--- config.mk ---
export PLATFORM = sky130hd
export DESIGN_NAME = mscs_ram
export DESIGN_NICKNAME = d
export VERILOG_FILES = /design/src/rtl/mscs_ram.sv
export SDC_FILE = /design/constraint.sdc
export NUM_CORES = 1
export LEC_CHECK = 0
export BUFFER_PORTS_ARGS = -buffer_cell sky130_fd_sc_hd__buf_2
export CORE_MARGIN = 3
export CORE_UTILIZATION = 45
export DETAILED_ROUTE_END_ITERATION = 8
export GPL_ROUTABILITY_DRIVEN = 0
export GPL_TIMING_DRIVEN = 0
export PLACE_DENSITY = 0.66
export SLEW_MARGIN = 20
export SYNTH_ARGS = -nofsm -noshare
export SYNTH_HDL_FRONTEND = slang
export SYNTH_SLANG_ARGS = --single-unit
--- constraint.sdc ---
create_clock -name clk -period 3 [get_ports clk]
set_input_delay 0.15 -clock clk [delete_from_list [all_inputs] [get_ports clk]]
set_output_delay 0.15 -clock clk [all_outputs]
set_load 0.01 [all_outputs]
--- src/rtl/mscs_ram.sv ---
module mscs_ram #(
    parameter int WIDTH = 16,
    parameter int DEPTH = 64,
    parameter int AW    = (DEPTH > 1) ? $clog2(DEPTH) : 1
) (
    input  logic             clk,
    input  logic             we,
    input  logic [AW-1:0]    waddr,
    input  logic [WIDTH-1:0] wdata,
    input  logic [AW-1:0]    raddr,
    output logic [WIDTH-1:0] rdata
);

    logic [WIDTH-1:0] mem [DEPTH];

    // one write port, one registered read port
    always_ff @(posedge clk)
    begin
        if (we)
        begin
            mem[waddr] <= wdata;
        end
        rdata <= mem[raddr];
    end

endmodule

==> flow_metrics.tcl <==
set metrics [dict create \
    cp_top_family "compound AO/OA/AOI/OAI gates" \
    grt_overflow 0 \
    hold_buffers 0 \
    worst_slew_pin_slew_ns 1.14 \
    core_area_mm2 0.0876 \
    worst-path-buf-inv 0 \
    yosysSeqAreaShare_pct 77.6 \
    drive_gt1_share_pct 30.2 \
    synth_area_mm2 0.0400 \
    p_leak_nw 14.5 \
    crit_type "reg -> reg" \
    gr-usage-met2_pct 34.2 \
    clk_transition_reported_paths_ns 0.06 \
    port_buffers 38 \
    powerDensity_mw_per_mm2 656 \
    met3_usage_pct 4.79 \
    fp.dieArea_mm2 0.0926 \
    post-place-ws_ns -0.116 \
    tritoncts "done" \
    drv_cap 0 \
    cp_cell_sequence "mux4_2 -> mux2i_1 -> a22oi_1 -> a31oi_1 -> a311oi_1" \
    ys_warn_count 0 \
    crit_arrival_ns 3.08 \
    grtUsageMet1_pct 29.5 \
    holdWs_ns 0.0515 \
    drv_slew 0 \
    final_cells 3272 \
    fin_nets 2063 \
    dieWidth_um 304 \
    worst_clock_skew_ns 0.0248 \
    outcome "complete, no violations" \
    finalPower_mw 30.1 \
    synthFlopType "edfxtp_1" \
    rsz0062_at_grt "no" \
    rows 108 \
    critPathMaxFanout 1 \
    vdd_drop_max_mv 0.504 \
    synth_seq_cells 1040 \
    fin_crit_sh_pct 86.8 \
    grt-busiest-layer "met2" \
    numCtsBuffers 100 \
    slew_headroom_pct 23.9 \
    fp.dieH_um 304 \
    htreeDepth 3 \
    synthCells 1829 \
    cts-root-buf "clkbuf_16" \
    finalSetupViolCount 0 \
    async_flop_share_pct 0 \
    fillers 6695 \
    clock_latency_ns 0.66 \
    ys_types 43 \
    antenna_found_initial 11 \
    cp-end-kind "flop" \
    worst_slack_ns 0.396 \
    yosys-top-cells-area "edfxtp_1 (77%), mux4_2 (12%), mux2i_1 (2.1%), dfxtp_1 (0.80%), mux2_2 (0.76%)" \
    tns_ns 0 \
    cp_data_required_time_ns 3.48 \
    grt_pass1_wl_um 143000 \
    hold_violations 0 \
    synth_edf_count 1024 \
    first_iter_violations 2433 \
    postCtsSetupBuffers 0 \
    syn_area_per_cell_um2 21.9 \
    first_pass_iters 5 \
    wl_per_cell_um 30.4 \
    grt_max_degree 65 \
    routed-via-count 19800 \
    critPathLaunchType "flop" \
    start_util_pct 45.7 \
    grt_usage_pct 21.5 \
    fin_crit_ns 2.60 \
    drc 0 \
    grt_pass1_vias 20100 \
    yosysTopAreaCellShare_pct 76.8 \
    hp-class "in -> reg" \
    critPathMaxStageDelay_ns 0.88 \
    syn_nets 1859 \
    placed_cells 3086 \
    cts_max_path_buffers 3 \
    crit_slowest_cell "a31oi_1" \
    wirelength_um 99500 \
    ant_nets 0 \
    place_hpwl_um 65100 \
    fmax_mhz 384 \
    io_pins 46 \
    yosys.area.top_type "edfxtp_1" \
    area_delta_synth_final_pct 14.7 \
    cts_resized 0 \
    cts_sinks 1040 \
    vias_per_cell 6.06 \
]
[cell families after synthesis]
| group | after synthesis | share of synthesized area [%] |
|---|---|---|
| buffers and inverters | 104 | 1.83 |
| AO/OA/AOI/OAI | 129 | 2.41 |
| AND/OR/NAND/NOR | 220 | 2.65 |
| flip-flops | 1040 | 77.6 |
| multiplexers | 336 | 15.5 |
[layer usage]
metal,vias up,wire length (µm)
met5,-,27
met4,4,3600
met3,197,9150
met2,966,47800
met1,10500,38900
li1,8116,-
[cell usage after synthesis (all sizes together), types with 17 or more instances]
| library cell | count |
|---|---|
| a21oi | 17 |
| a22oi | 39 |
| buf | 77 |
| clkbuf | 27 |
| edfxtp | 1024 |
| mux2 | 27 |
| mux2i | 85 |
| mux4 | 224 |
| nand2 | 60 |
| nand3 | 24 |
| nor2 | 74 |
| nor2b | 30 |
[worst paths after layout]
path	from	to	slack [ns]	cells past startpoint
worst min-delay path	wdata[15]	mem[48][15]	0.05	1
worst min register to register	mem[37][1]	rdata[1]	0.90	3
worst max-delay path	mem[4][9]	rdata[9]	0.40	5
worst max register to register	mem[4][9]	rdata[9]	0.40	5
[per-stage QoR]
step                utilization (%)  area (µm²)
finish                         52.4       45900
global route                   52.4       45900
CTS                            52.4       45900
detailed placement             48.7       42700
global placement               47.6       41700
floorplan                         -       40000
[layout make-up]
| type | count | area (µm²) | area share (%) |
|---|---|---|---|
| flip-flops and latches | 1040 | 31100 | 67.7 |
| clock buffers | 121 | 2650 | 5.78 |
| diodes | 6 | 15.0 | 0.0327 |
| well taps | 1155 | 1450 | 3.15 |
| multi-input cells | 685 | 8400 | 18.3 |
| plain buffers | 104 | 733 | 1.60 |
| repair buffers | 102 | 1040 | 2.26 |
| clock inverters | 59 | 566 | 1.23 |
[worst register-to-register path: stages (launching register included)]
cell and delay, ns:
edfxtp_1 0.37, mux4_2 0.49, mux2i_1 0.42, a22oi_1 0.15
a31oi_1 0.88, a311oi_1 0.11
[where the power goes]
part / internal [mW] / switching [mW] / total, mW
sequential: 16.1 / 0.0294 / 16.1
combinational: 0.564 / 1.06 / 1.62
clock: 7.14 / 5.26 / 12.4
total: 23.8 / 6.35 / 30.1
[layout by cell type, fill, tap and decap left out, types with 6 or more instances in the layout]
master,netlist,routed
a311oi_1,8,8
clkbuf_16,0,102
a211o_1,8,8
a31oi_1,8,8
buf_8,3,30
nor2_1,72,10
mux2i_1,85,85
mux4_2,220,220
a221oi_1,16,16
a211oi_1,8,8
bufinv_16,0,10
mux2_2,27,27
dfxtp_1,16,16
diode_2,0,6
nand4_1,12,12
a21oi_1,17,17
a22o_1,6,6
clkinv_2,0,14
edfxtp_1,1024,1024
a221o_1,6,6
buf_2,36,58
nand2_1,59,59
nand3_1,24,24
clkbuf_1,24,40
clkinv_1,0,24
buf_6,17,50
nor2_2,2,64
nor2b_1,30,30
a22oi_1,39,39
buf_4,13,33
[flip-flops by register name (all words and copies together) (netlist names)]
signal and count:
mem 1024, rdata 16
No activity file was read; power rests on OpenSTA's default activity.
