[src/rtl/mscs_pkg.sv]
package mscs_pkg;

    // fixed field widths
    localparam int ELEMENT_WIDTH = 16;
    localparam int SUM_WIDTH     = 22;
    localparam int INDEX_WIDTH   = 6;
    localparam int CFG_WIDTH     = 7;

    // default matrix limits
    localparam int MAX_ROWS_DEF = 64;
    localparam int MAX_COLS_DEF = 64;

    // stream packing: index, sum, element from bit 0 up, zero padded to bytes
    localparam int OUT_FIELDS_WIDTH = INDEX_WIDTH + SUM_WIDTH + ELEMENT_WIDTH;
    localparam int OUT_TDATA_WIDTH  = ((OUT_FIELDS_WIDTH + 7) / 8) * 8;
    localparam int OUT_PAD_WIDTH    = OUT_TDATA_WIDTH - OUT_FIELDS_WIDTH;

    // register port
    localparam int APB_ADDR_WIDTH = 3;
    localparam int APB_DATA_WIDTH = 32;
    localparam logic [CFG_WIDTH-1:0] CFG_RESET = CFG_WIDTH'(64);

    // register select, taken from paddr[2]
    localparam logic REG_ROW_COUNT    = 1'b0;
    localparam logic REG_COLUMN_COUNT = 1'b1;

    typedef enum logic [0:0] {
        ALU_ADD,
        ALU_SUB
    } alu_op_t;

    typedef enum logic [2:0] {
        S_IDLE,
        S_ACC,
        S_SCAN_RD,
        S_SCAN_CMP,
        S_EMIT_RD,
        S_EMIT_CAP,
        S_EMIT_WAIT
    } state_t;

endpackage

[src/rtl/mscs_alu.sv]
module mscs_alu (
    input  mscs_pkg::alu_op_t              op,
    input  logic [mscs_pkg::SUM_WIDTH-1:0] a,
    input  logic [mscs_pkg::SUM_WIDTH-1:0] b,
    output logic [mscs_pkg::SUM_WIDTH-1:0] result,
    output logic                           less
);
    import mscs_pkg::*;

    logic [SUM_WIDTH:0] a_ext;
    logic [SUM_WIDTH:0] b_ext;
    logic [SUM_WIDTH:0] b_opd;
    logic [SUM_WIDTH:0] total;
    logic               sub;

    // one extra bit keeps the signed difference exact
    always_comb
    begin
        sub    = (op == ALU_SUB);
        a_ext  = {a[SUM_WIDTH-1], a};
        b_ext  = {b[SUM_WIDTH-1], b};
        b_opd  = sub ? ~b_ext : b_ext;
        total  = a_ext + b_opd + (SUM_WIDTH+1)'(sub);
        result = total[SUM_WIDTH-1:0];
        less   = total[SUM_WIDTH];
    end

endmodule

[config.mk]
export PLATFORM = sky130hd
export DESIGN_NAME = mscs_alu
export DESIGN_NICKNAME = d
export VERILOG_FILES = /design/src/rtl/mscs_pkg.sv /design/src/rtl/mscs_alu.sv
export SDC_FILE = /design/constraint.sdc
export NUM_CORES = 1
export LEC_CHECK = 0
export BUFFER_PORTS_ARGS = -buffer_cell sky130_fd_sc_hd__buf_2
export CORE_ASPECT_RATIO = 1.75
export CORE_MARGIN = 3
export CORE_UTILIZATION = 45
export DETAILED_ROUTE_END_ITERATION = 8
export PLACE_DENSITY = 0.77
export SYNTH_ARGS = -nofsm -noshare
export SYNTH_HDL_FRONTEND = slang
export SYNTH_SLANG_ARGS = --single-unit
export TNS_END_PERCENT = 20
[constraint.sdc]
create_clock -name vclk -period 4.75
set_clock_uncertainty 0.2 [all_clocks]
set_input_delay 0 -clock vclk [all_inputs]
set_output_delay 0 -clock vclk [all_outputs]
set_load 0.005 [all_outputs]
==> results of run 1 <==
## area by class of cell
cell class / instances / area [sq um] / area share, %
inverters: 6 / 22.5 / 1.22
well taps: 43 / 53.8 / 2.93
multi-input cells: 185 / 1420 / 77.3
repair buffers: 68 / 340 / 18.5
## through the flow
stage | setup slack [ps] | cell area, sq um
6_report | 1840 | 1840
5_1_grt | 1580 | 1840
4_1_cts | 1820 | 1840
3_5_place_dp | 1820 | 1840
3_3_place_gp | 1910 | 1840
2_1_floorplan | 2140 | 1480
## metal layers
metal  up-vias  wire length (microns)  share of wire [%]  track usage (%)
li1        854                      -                  -                -
met1       736                   1480                 37             18.3
met2        58                   2220                 55             41.8
met3         8                    225                5.6             1.81
met4         0                    101                2.5             4.43
met5         -                      0                  0                0
## layout by cell type (no fill, tap or decap), drive strengths merged, types with 3 or more instances in the layout
master / n
o21ai: 12
a21oi: 19
nand2: 19
nor3: 6
xnor2: 11
a2111oi: 4
a21o: 8
and2: 3
ha: 23
buf: 68
xor2: 26
inv: 6
nor2: 15
a211oi: 5
## tightest hold or removal path, stage by stage
cell                     delay [ps]
sky130_fd_sc_hd__buf_2          100
sky130_fd_sc_hd__xor2_1          60
sky130_fd_sc_hd__buf_2          120
## worst min path at each step
stage                     from         to
final                     a[0]  result[0]
after global routing      a[0]  result[0]
after CTS                 a[0]  result[0]
after detailed placement  a[0]  result[0]
after global placement    a[0]  result[0]
after floorplan           b[0]  result[0]
## power by group through the flow
stage | Sequential [uW] | Clock, uW | Combinational [uW]
3_3_place_gp | 0 | 0 | 367
6_report | 0 | 0 | 371
2_1_floorplan | 0 | 0 | 255
4_1_cts | 0 | 0 | 373
3_5_place_dp | 0 | 0 | 371
5_1_grt | 0 | 0 | 413
## cell families (layout without fill, tap and decap cells)
family	count (synthesis)	after routing	share of synthesized area [%]
AO/OA/AOI/OAI	65	65	34.0
multiplexers	1	1	0.676
adder cells (fa/ha/maj)	24	24	20.8
AND/OR/NAND/NOR	58	58	18.7
buffers and inverters	13	74	3.97
XOR/XNOR	37	37	21.9
==> flow_summary.yaml, run 1 <==
pwr:
  share_clk_of_total_power_pct: 0
  power.sequential.fraction_pct: 0
  share_of_total_power_in_combinational_logic_pct: 100.0
  power.switching_fraction_pct: 53.4
  total_power_uw: 371
  pwr_density_cell_nw_per_um2: 202
  worst_ir_drop_vdd_v: 0.000110
  cell_internal_pwr_uw: 173
  power.leakage_uw: 0.000906
  net-switching-power_uw: 198
grt:
  grt_pass1_wl_microns: 6310
  grt_start_max_net_pins: 23
  grt_overflow_total: 0
  track_usage_pct: 19.1
  antenna_found_initial: 0
  grt_pass1_vias: 1533
worst_setup_path:
  startpoint: "op"
  critPathCaptureType: "primary output"
  setup.worst_path.end: "less"
  critPathSlowestCell: "sky130_fd_sc_hd__buf_2"
  critical_path.max_fanout: 22
  critical_path_buf_inv_count: 2
  worstPathCellList: "buf_2 > xor2_1 > fa_1 > a211oi_1 > o21ai_2 > a311oi_2 > or2_1 > a211oi_1 > o32ai_1 > buf_2"
  crit_type: "in -> out"
  worst_ep_required_time_ps: 4550
  timing.critical_path.arrival_ps: 2710
  worst_setup_path_start_kind: "input pin"
  critical-path-max-stage-delay_ps: 490
  crit_path_max_delay_family: "compound AO/OA/AOI/OAI gates"
  critical_path_cell_count: 10
cells_and_area:
  insertedDiodeCount: 0
  layout.cells.non_filler: 302
  fill_cells: 326
  post_route_core_utilization_pct: 58.5
  nets: 330
  sequential_cell_area_sq_um: 0
  n_sequential_cell: 0
  area_delta_synth_final_pct: 24.2
  num-clock-buffers: 0
  final_layout_size_suffix_gt1_share_pct: 31.3
floorplan:
  fp-row-count: 27
  die_width_microns: 49.4
  design.portCount: 68
  placeableCoreArea_sq_um: 3140
  chipHeight_microns: 81.9
  die_area_sq_um: 4040
  initial_core_util_pct: 47.2
synthesis:
  synthesis.instances: 198
  post_syn_area_sq_um: 1480
  yosys.area.top_type: "sky130_fd_sc_hd__ha_1"
  synth_warnings: 0
  synthDominantCellAreaShare_pct: 19.4
  yosysUniqueCellTypes: 50
  post_synth.cell_area_avg_sq_um: 7.48
  synth_nets: 267
  synth.area.top_cells: "sky130_fd_sc_hd__ha_1 19%, sky130_fd_sc_hd__xor2_1 15%, sky130_fd_sc_hd__xnor2_1 6.5%"
  ys_top_cells_by_count: "26 x sky130_fd_sc_hd__xor2_1, 23 x sky130_fd_sc_hd__ha_1, 19 x sky130_fd_sc_hd__nand2_1"
  yosysMostFrequentCell: "sky130_fd_sc_hd__xor2_1"
  synth_sequential_area_ratio_pct: 0
placed_design:
  place.port_buffers: 68
  post-dp-hpwl_microns: 3510
  numPlacedInstances: 302
  gp_congestion: 0.917
outcome:
  outcome: "complete, no violations"
route:
  total_drc_errors_in_the_routed_layout: 0
  drt.antenna.violating_nets: 0
  num_vias: 1656
  finalWirelength_microns: 4040
  firstDrtPassIters: 4
  post_drt_wl_per_cell_microns: 13.4
  drt_iter0_drc: 17
  vias_per_cell: 5.48
sta:
  setup-violations-final: 0
  fin_crit_ps: 2910
  grt_setup_unrepaired: "no"
  timing.final.hold_violations: 0
  finalHoldWorstSlack_ps: 82.1
  slew_violations: 0
  worst_slew_margin_rel_pct: 59.1
  worst_pin_slew_ps: 613
  max_freq_mhz: 344
  totalNegativeSetupSlack_ps: 0
  post-route-period-util_pct: 61.3
job:
  timing.max_cap.violations: 0
clock_tree:
  postCtsHoldBufs: 0
  post-cts-setup-buffers: 0
  post_cts_resized: 0
hold_path:
  timing.hold.worst_path_depth: 3
  hp_class: "in -> out"
Power figures use the tool's default switching activity.
==> run 2, diff against run 1 <==
- ABC_AREA: default -> 1
- PLACE_DENSITY: 0.77 -> 0.74
- clock period: 4.75 -> 3 ns (I/O delays scaled with it)
==> run 2 against run 1 <==
Global-route usage is 3.7 points higher. Final area is 23% higher. Highest routed layer unchanged. Clock-buffer cell count stayed put. Critical endpoint is now result[16]. Wire length is 28% higher. Non-clock buffer count stayed put. Via count is 34% higher. Total power is 72% higher. Critical path depth is 2 higher. Core utilization is 1.1 points lower. Final cell count is 57% higher. Worst setup slack worse by 1000 ps.
==> flow_summary.yaml, run 2 <==
outcome:
  outcome: "complete, no violations"
hold_path:
  holdCritStartpoint: "a[0]"
  worst_case_hold_path_end_point: "result[0]"
  hp_class: "in -> out"
  timing.hold.worst_path_depth: 3
route:
  highest_layer: "met4"
  finalWirelength_microns: 5160
  met1Wirelength_microns: 1860
  post_drt_wl_per_cell_microns: 10.9
  total_drc_errors_in_the_routed_layout: 0
  dr_wl_met3_microns: 289
  firstDrtPassIters: 4
  num_vias: 2222
  vias_per_cell: 4.69
  met2_wirelength_microns: 2960
  drt.antenna.violating_nets: 0
  drt_iter0_drc: 31
pwr:
  worst_ir_drop_vdd_v: 0.000168
  power.leakage_uw: 0.00151
  total_power_uw: 637
  pwr_density_cell_nw_per_um2: 282
sta:
  worst_pin_slew_ps: 625
  setup-violations-final: 0
  totalNegativeSetupSlack_ps: 0
  slew_violations: 0
  grt_setup_unrepaired: "no"
  worst_slew_margin_rel_pct: 58.3
  fin_crit_ps: 2200
  post-route-period-util_pct: 73.5
  finalHoldWorstSlack_ps: 64.9
  timing.final.hold_violations: 0
  max_freq_mhz: 454
clock_tree:
  post_cts_resized: 0
  post-cts-setup-buffers: 0
  postCtsHoldBufs: 0
grt:
  grt_pass1_vias: 2188
  grt_pass1_wl_microns: 8960
  track_usage_pct: 22.8
  grt_start_max_net_pins: 23
  grt_overflow_total: 0
  antenna_found_initial: 0
floorplan:
  placeableCoreArea_sq_um: 3940
  design.portCount: 68
  die_width_microns: 54.8
  fp-row-count: 30
  chipHeight_microns: 91.5
  initial_core_util_pct: 47.7
  die_area_sq_um: 5020
placed_design:
  post-dp-hpwl_microns: 4720
  gp_congestion: 0.894
  place.port_buffers: 68
cells_and_area:
  final_layout_size_suffix_gt1_share_pct: 22.1
  post_route_core_utilization_pct: 57.4
  num-clock-buffers: 0
  insertedDiodeCount: 0
  nets: 497
  final_common_cell: "sky130_fd_sc_hd__nand2_1"
  fill_cells: 464
  area_delta_synth_final_pct: 20.5
  sequential_cell_area_sq_um: 0
  final_cell_mix: "146 x sky130_fd_sc_hd__nand2_1, 73 x sky130_fd_sc_hd__inv_1, 68 x sky130_fd_sc_hd__buf_2"
  n_sequential_cell: 0
synthesis:
  synthesis.instances: 361
  ys_top_cells_by_count: "146 x sky130_fd_sc_hd__nand2_1, 73 x sky130_fd_sc_hd__inv_1, 31 x sky130_fd_sc_hd__xor2_1"
  synthDominantCellAreaShare_pct: 29.2
  synth.area.top_cells: "sky130_fd_sc_hd__nand2_1 29%, sky130_fd_sc_hd__ha_1 15%, sky130_fd_sc_hd__inv_1 15%"
  synth_nets: 430
  post_synth.cell_area_avg_sq_um: 5.20
  synth_warnings: 0
  yosysMostFrequentCell: "sky130_fd_sc_hd__nand2_1"
  post_syn_area_sq_um: 1880
  yosys.area.top_type: "sky130_fd_sc_hd__nand2_1"
  yosysUniqueCellTypes: 22
  synth_sequential_area_ratio_pct: 0
worst_setup_path:
  worst_ep_required_time_ps: 2800
  critPathCaptureType: "primary output"
  timing.critical_path.arrival_ps: 2000
  worst_setup_path_start_kind: "input pin"
  crit_type: "in -> out"
  critical_path.max_fanout: 22
job:
  timing.max_cap.violations: 0
-- run 2: cell count changes in the layout (fill, tap and decap cells not counted), moves of 10 or more --
cell and delta:
sky130_fd_sc_hd__xnor2_1 -10, sky130_fd_sc_hd__o21ai_0 -10, sky130_fd_sc_hd__nand3_1 +15, sky130_fd_sc_hd__inv_1 +67, sky130_fd_sc_hd__nand2_2 +11, sky130_fd_sc_hd__nand2_1 +127
-- run 2: final cells by class --
cell class | instances | area [sq um] | area share, %
timing repair buffer | 68 | 340 | 15.0
multi-input combinational | 282 | 1580 | 69.7
tap | 48 | 60.1 | 2.65
inverter | 76 | 287 | 12.7
-- run 2: critical path, stage by stage --
cell	delay (ps)
sky130_fd_sc_hd__buf_2	480
sky130_fd_sc_hd__xor2_1	210
sky130_fd_sc_hd__fa_1	510
sky130_fd_sc_hd__nand2_1	100
sky130_fd_sc_hd__nand2_1	70
sky130_fd_sc_hd__nand2_1	140
sky130_fd_sc_hd__o21ai_2	90
sky130_fd_sc_hd__nand2_1	90
sky130_fd_sc_hd__nand2_1	60
sky130_fd_sc_hd__nand2_1	50
sky130_fd_sc_hd__nand2_1	50
sky130_fd_sc_hd__buf_2	120
-- run 2: kinds of logic after synthesis --
logic type | after synthesis | synth area share, %
AND/OR/NAND/NOR | 215 | 49.1
buffers and inverters | 79 | 16.1
XOR/XNOR | 32 | 14.9
adder cells (fa/ha/maj) | 24 | 16.4
AO/OA/AOI/OAI | 11 | 3.53
-- run 2: layer usage --
layer  vias to the layer above  GRT usage, %
met3                         6          1.81
li1                       1210             -
met5                         -             0
met1                       941          23.9
met2                        65          45.8
met4                         0          2.29
-- run 2: per-stage QoR --
| stage | worst slack (ps) | std cells | instance area (sq um) |
|---|---|---|---|
| after floorplan | 1290 | 361 | 1880 |
| after global placement | 812 | 474 | 2260 |
| final | 796 | 474 | 2260 |
| after CTS | 783 | 474 | 2260 |
| after detailed placement | 784 | 474 | 2260 |
| after global routing | 521 | 474 | 2260 |
-- run 2: how the worst max path moves through the flow --
stage	startpoint	end	slack [ps]	cells after the start
finish	op	result[16]	800	12
global route	op	result[16]	520	11
CTS	op	result[16]	780	12
detailed placement	op	result[16]	780	12
global placement	op	result[16]	810	12
floorplan	op	result[20]	1290	11
-- run 2: power by group --
group	internal, uW	total (uW)	switching, uW	leakage (uW)
combinational	259	637	378	0.00151
clock	0	0	0	0
sequential	0	0	0	0
total	259	637	378	0.00151
==> run 3, diff against run 2 <==
- ABC_AREA: 1 -> 0
- PLACE_DENSITY: 0.74 -> 0.77
- clock period: 3 -> 2.1 ns (I/O delays scaled with it)
==> run 3 against run 2 <==
The flow now finishes with violations (negative setup slack). Sequential cell count is the same. Final area grew 17%. Worst hold slack gained 53 ps. Worst setup slack lost 1200 ps. Via count shrank 1.5%. Sequential share of layout area is the same. Final cell count shrank 21%. Clock-buffer cell count is the same. Largest power group unchanged.
==> flow_summary.yaml, run 3 (same netlist as run 1, synthesis figures left out) <==
floorplan:
  fp-row-count: 27
  die_area_sq_um: 4040
  chipHeight_microns: 81.9
  design.portCount: 68
  die_width_microns: 49.4
  placeableCoreArea_sq_um: 3140
  initial_core_util_pct: 47.2
cells_and_area:
  sequential_cell_area_sq_um: 0
  fill_cells: 184
  multi_input_area_sq_um: 1610
  final_cell_mix: "69 x sky130_fd_sc_hd__buf_4, 66 x sky130_fd_sc_hd__buf_2, 24 x sky130_fd_sc_hd__xor2_1"
  insertedDiodeCount: 0
  num-clock-buffers: 0
  final_common_cell: "sky130_fd_sc_hd__buf_4"
  final_layout_size_suffix_gt1_share_pct: 53.9
  nets: 403
  area_delta_synth_final_pct: 78.7
  n_sequential_cell: 0
worst_setup_path:
  worst_path_most_repeated_cell: "sky130_fd_sc_hd__buf_4"
  worst_ep_required_time_ps: 1900
  critical_path.max_fanout: 6
  worst_setup_path_start_kind: "input pin"
  critPathSlowestCell: "sky130_fd_sc_hd__ha_1"
  crit_type: "in -> out"
  critical-path-max-stage-delay_ps: 390
  critPathCaptureType: "primary output"
  timing.critical_path.arrival_ps: 2260
  worstPathCellList: "clkbuf_16 > xor2_1 > ha_1 > buf_4 > and3_1 > a311oi_2 > or2_1 > buf_4 > a2111o_1 > o211ai_1 > buf_2"
sta:
  grt_setup_unrepaired: "yes"
  timing.final.hold_violations: 0
  setup_slack_ps: -364
  fin_crit_ps: 2460
  worst_pin_slew_ps: 424
  setup-violations-final: 14
  slew_violations: 0
  totalNegativeSetupSlack_ps: -3010
  max_freq_mhz: 406
  worst_slew_margin_rel_pct: 71.0
  post-route-period-util_pct: 117
grt:
  track_usage_pct: 28.2
  grt_pass1_wl_microns: 9140
  antenna_found_initial: 0
  grt_start_max_net_pins: 13
  grt_overflow_total: 0
  grt_pass1_vias: 2213
route:
  vias_per_cell: 5.83
  drt_iter0_drc: 83
  drt.antenna.violating_nets: 0
  num_vias: 2188
  post_drt_wl_per_cell_microns: 18.5
  total_drc_errors_in_the_routed_layout: 0
  firstDrtPassIters: 6
  finalWirelength_microns: 6950
pwr:
  pwr_density_cell_nw_per_um2: 486
  worst_ir_drop_vdd_v: 0.000360
  total_power_uw: 1290
  power.leakage_uw: 0.00131
placed_design:
  gp_congestion: 1.07
  post-dp-hpwl_microns: 4540
  worst_setup_slack_before_clock_tree_synthesis_ps: -447
  place.port_buffers: 68
clock_tree:
  postCtsHoldBufs: 0
outcome:
  outcome: "finished with violations"
  failed_checks: "negative setup slack"
job:
  timing.max_cap.violations: 0
hold_path:
  hp_class: "in -> out"
-- run 3: cell type report --
cell class	count	share of cell area, %
inverters	6	0.851
multi-input cells	185	60.9
well taps	43	2.03
repair buffers	141	36.2
-- run 3: final timing paths --
path	depth (start not counted)	slack, ps	end	from
worst max-delay path	11	-360	result[16]	op
worst min-delay path	3	120	result[0]	a[0]
-- run 3: repair_timing --
item | in CTS | in global routing
pin swaps | 17 | 16
gates resized for setup | 22 | 24
setup endpoints to repair | 13 | 15
gates cloned | 0 | 1
buffers inserted | 9 | 3
-- run 3: metrics by stage --
stage / instance area [sq um] / hold WS (ps) / utilization [%] / instances
final: 2650 / 118 / 84.3 / 375
after global routing: 2650 / 135 / 84.3 / 375
after CTS: 2480 / 112 / 78.9 / 371
after detailed placement: 2320 / 80.4 / 73.8 / 363
after global placement: 2320 / 68.0 / 73.8 / 363
after floorplan: 1560 / -149 / - / 198
-- run 3: power by group --
part	internal [uW]	switching (uW)
registers	0	0
logic	648	638
clock network	0	0
-- run 3: layer usage --
layer  routed length, microns  vias up  track usage, %
li1                         -     1001               -
met1                     2150      999            23.7
met2                     3880      135            62.6
met3                      337       53            1.45
met4                      578        0            15.5
met5                        0        -               0
-- run 3: critical path, delay by kind of cell --
kind / cells / cell delay [ps]
XOR/XNOR: 1 / 170
AO/OA/AOI/OAI: 3 / 610
buffers and inverters: 4 / 610
AND/OR/NAND/NOR: 2 / 490
adder cells (fa/ha/maj): 1 / 390
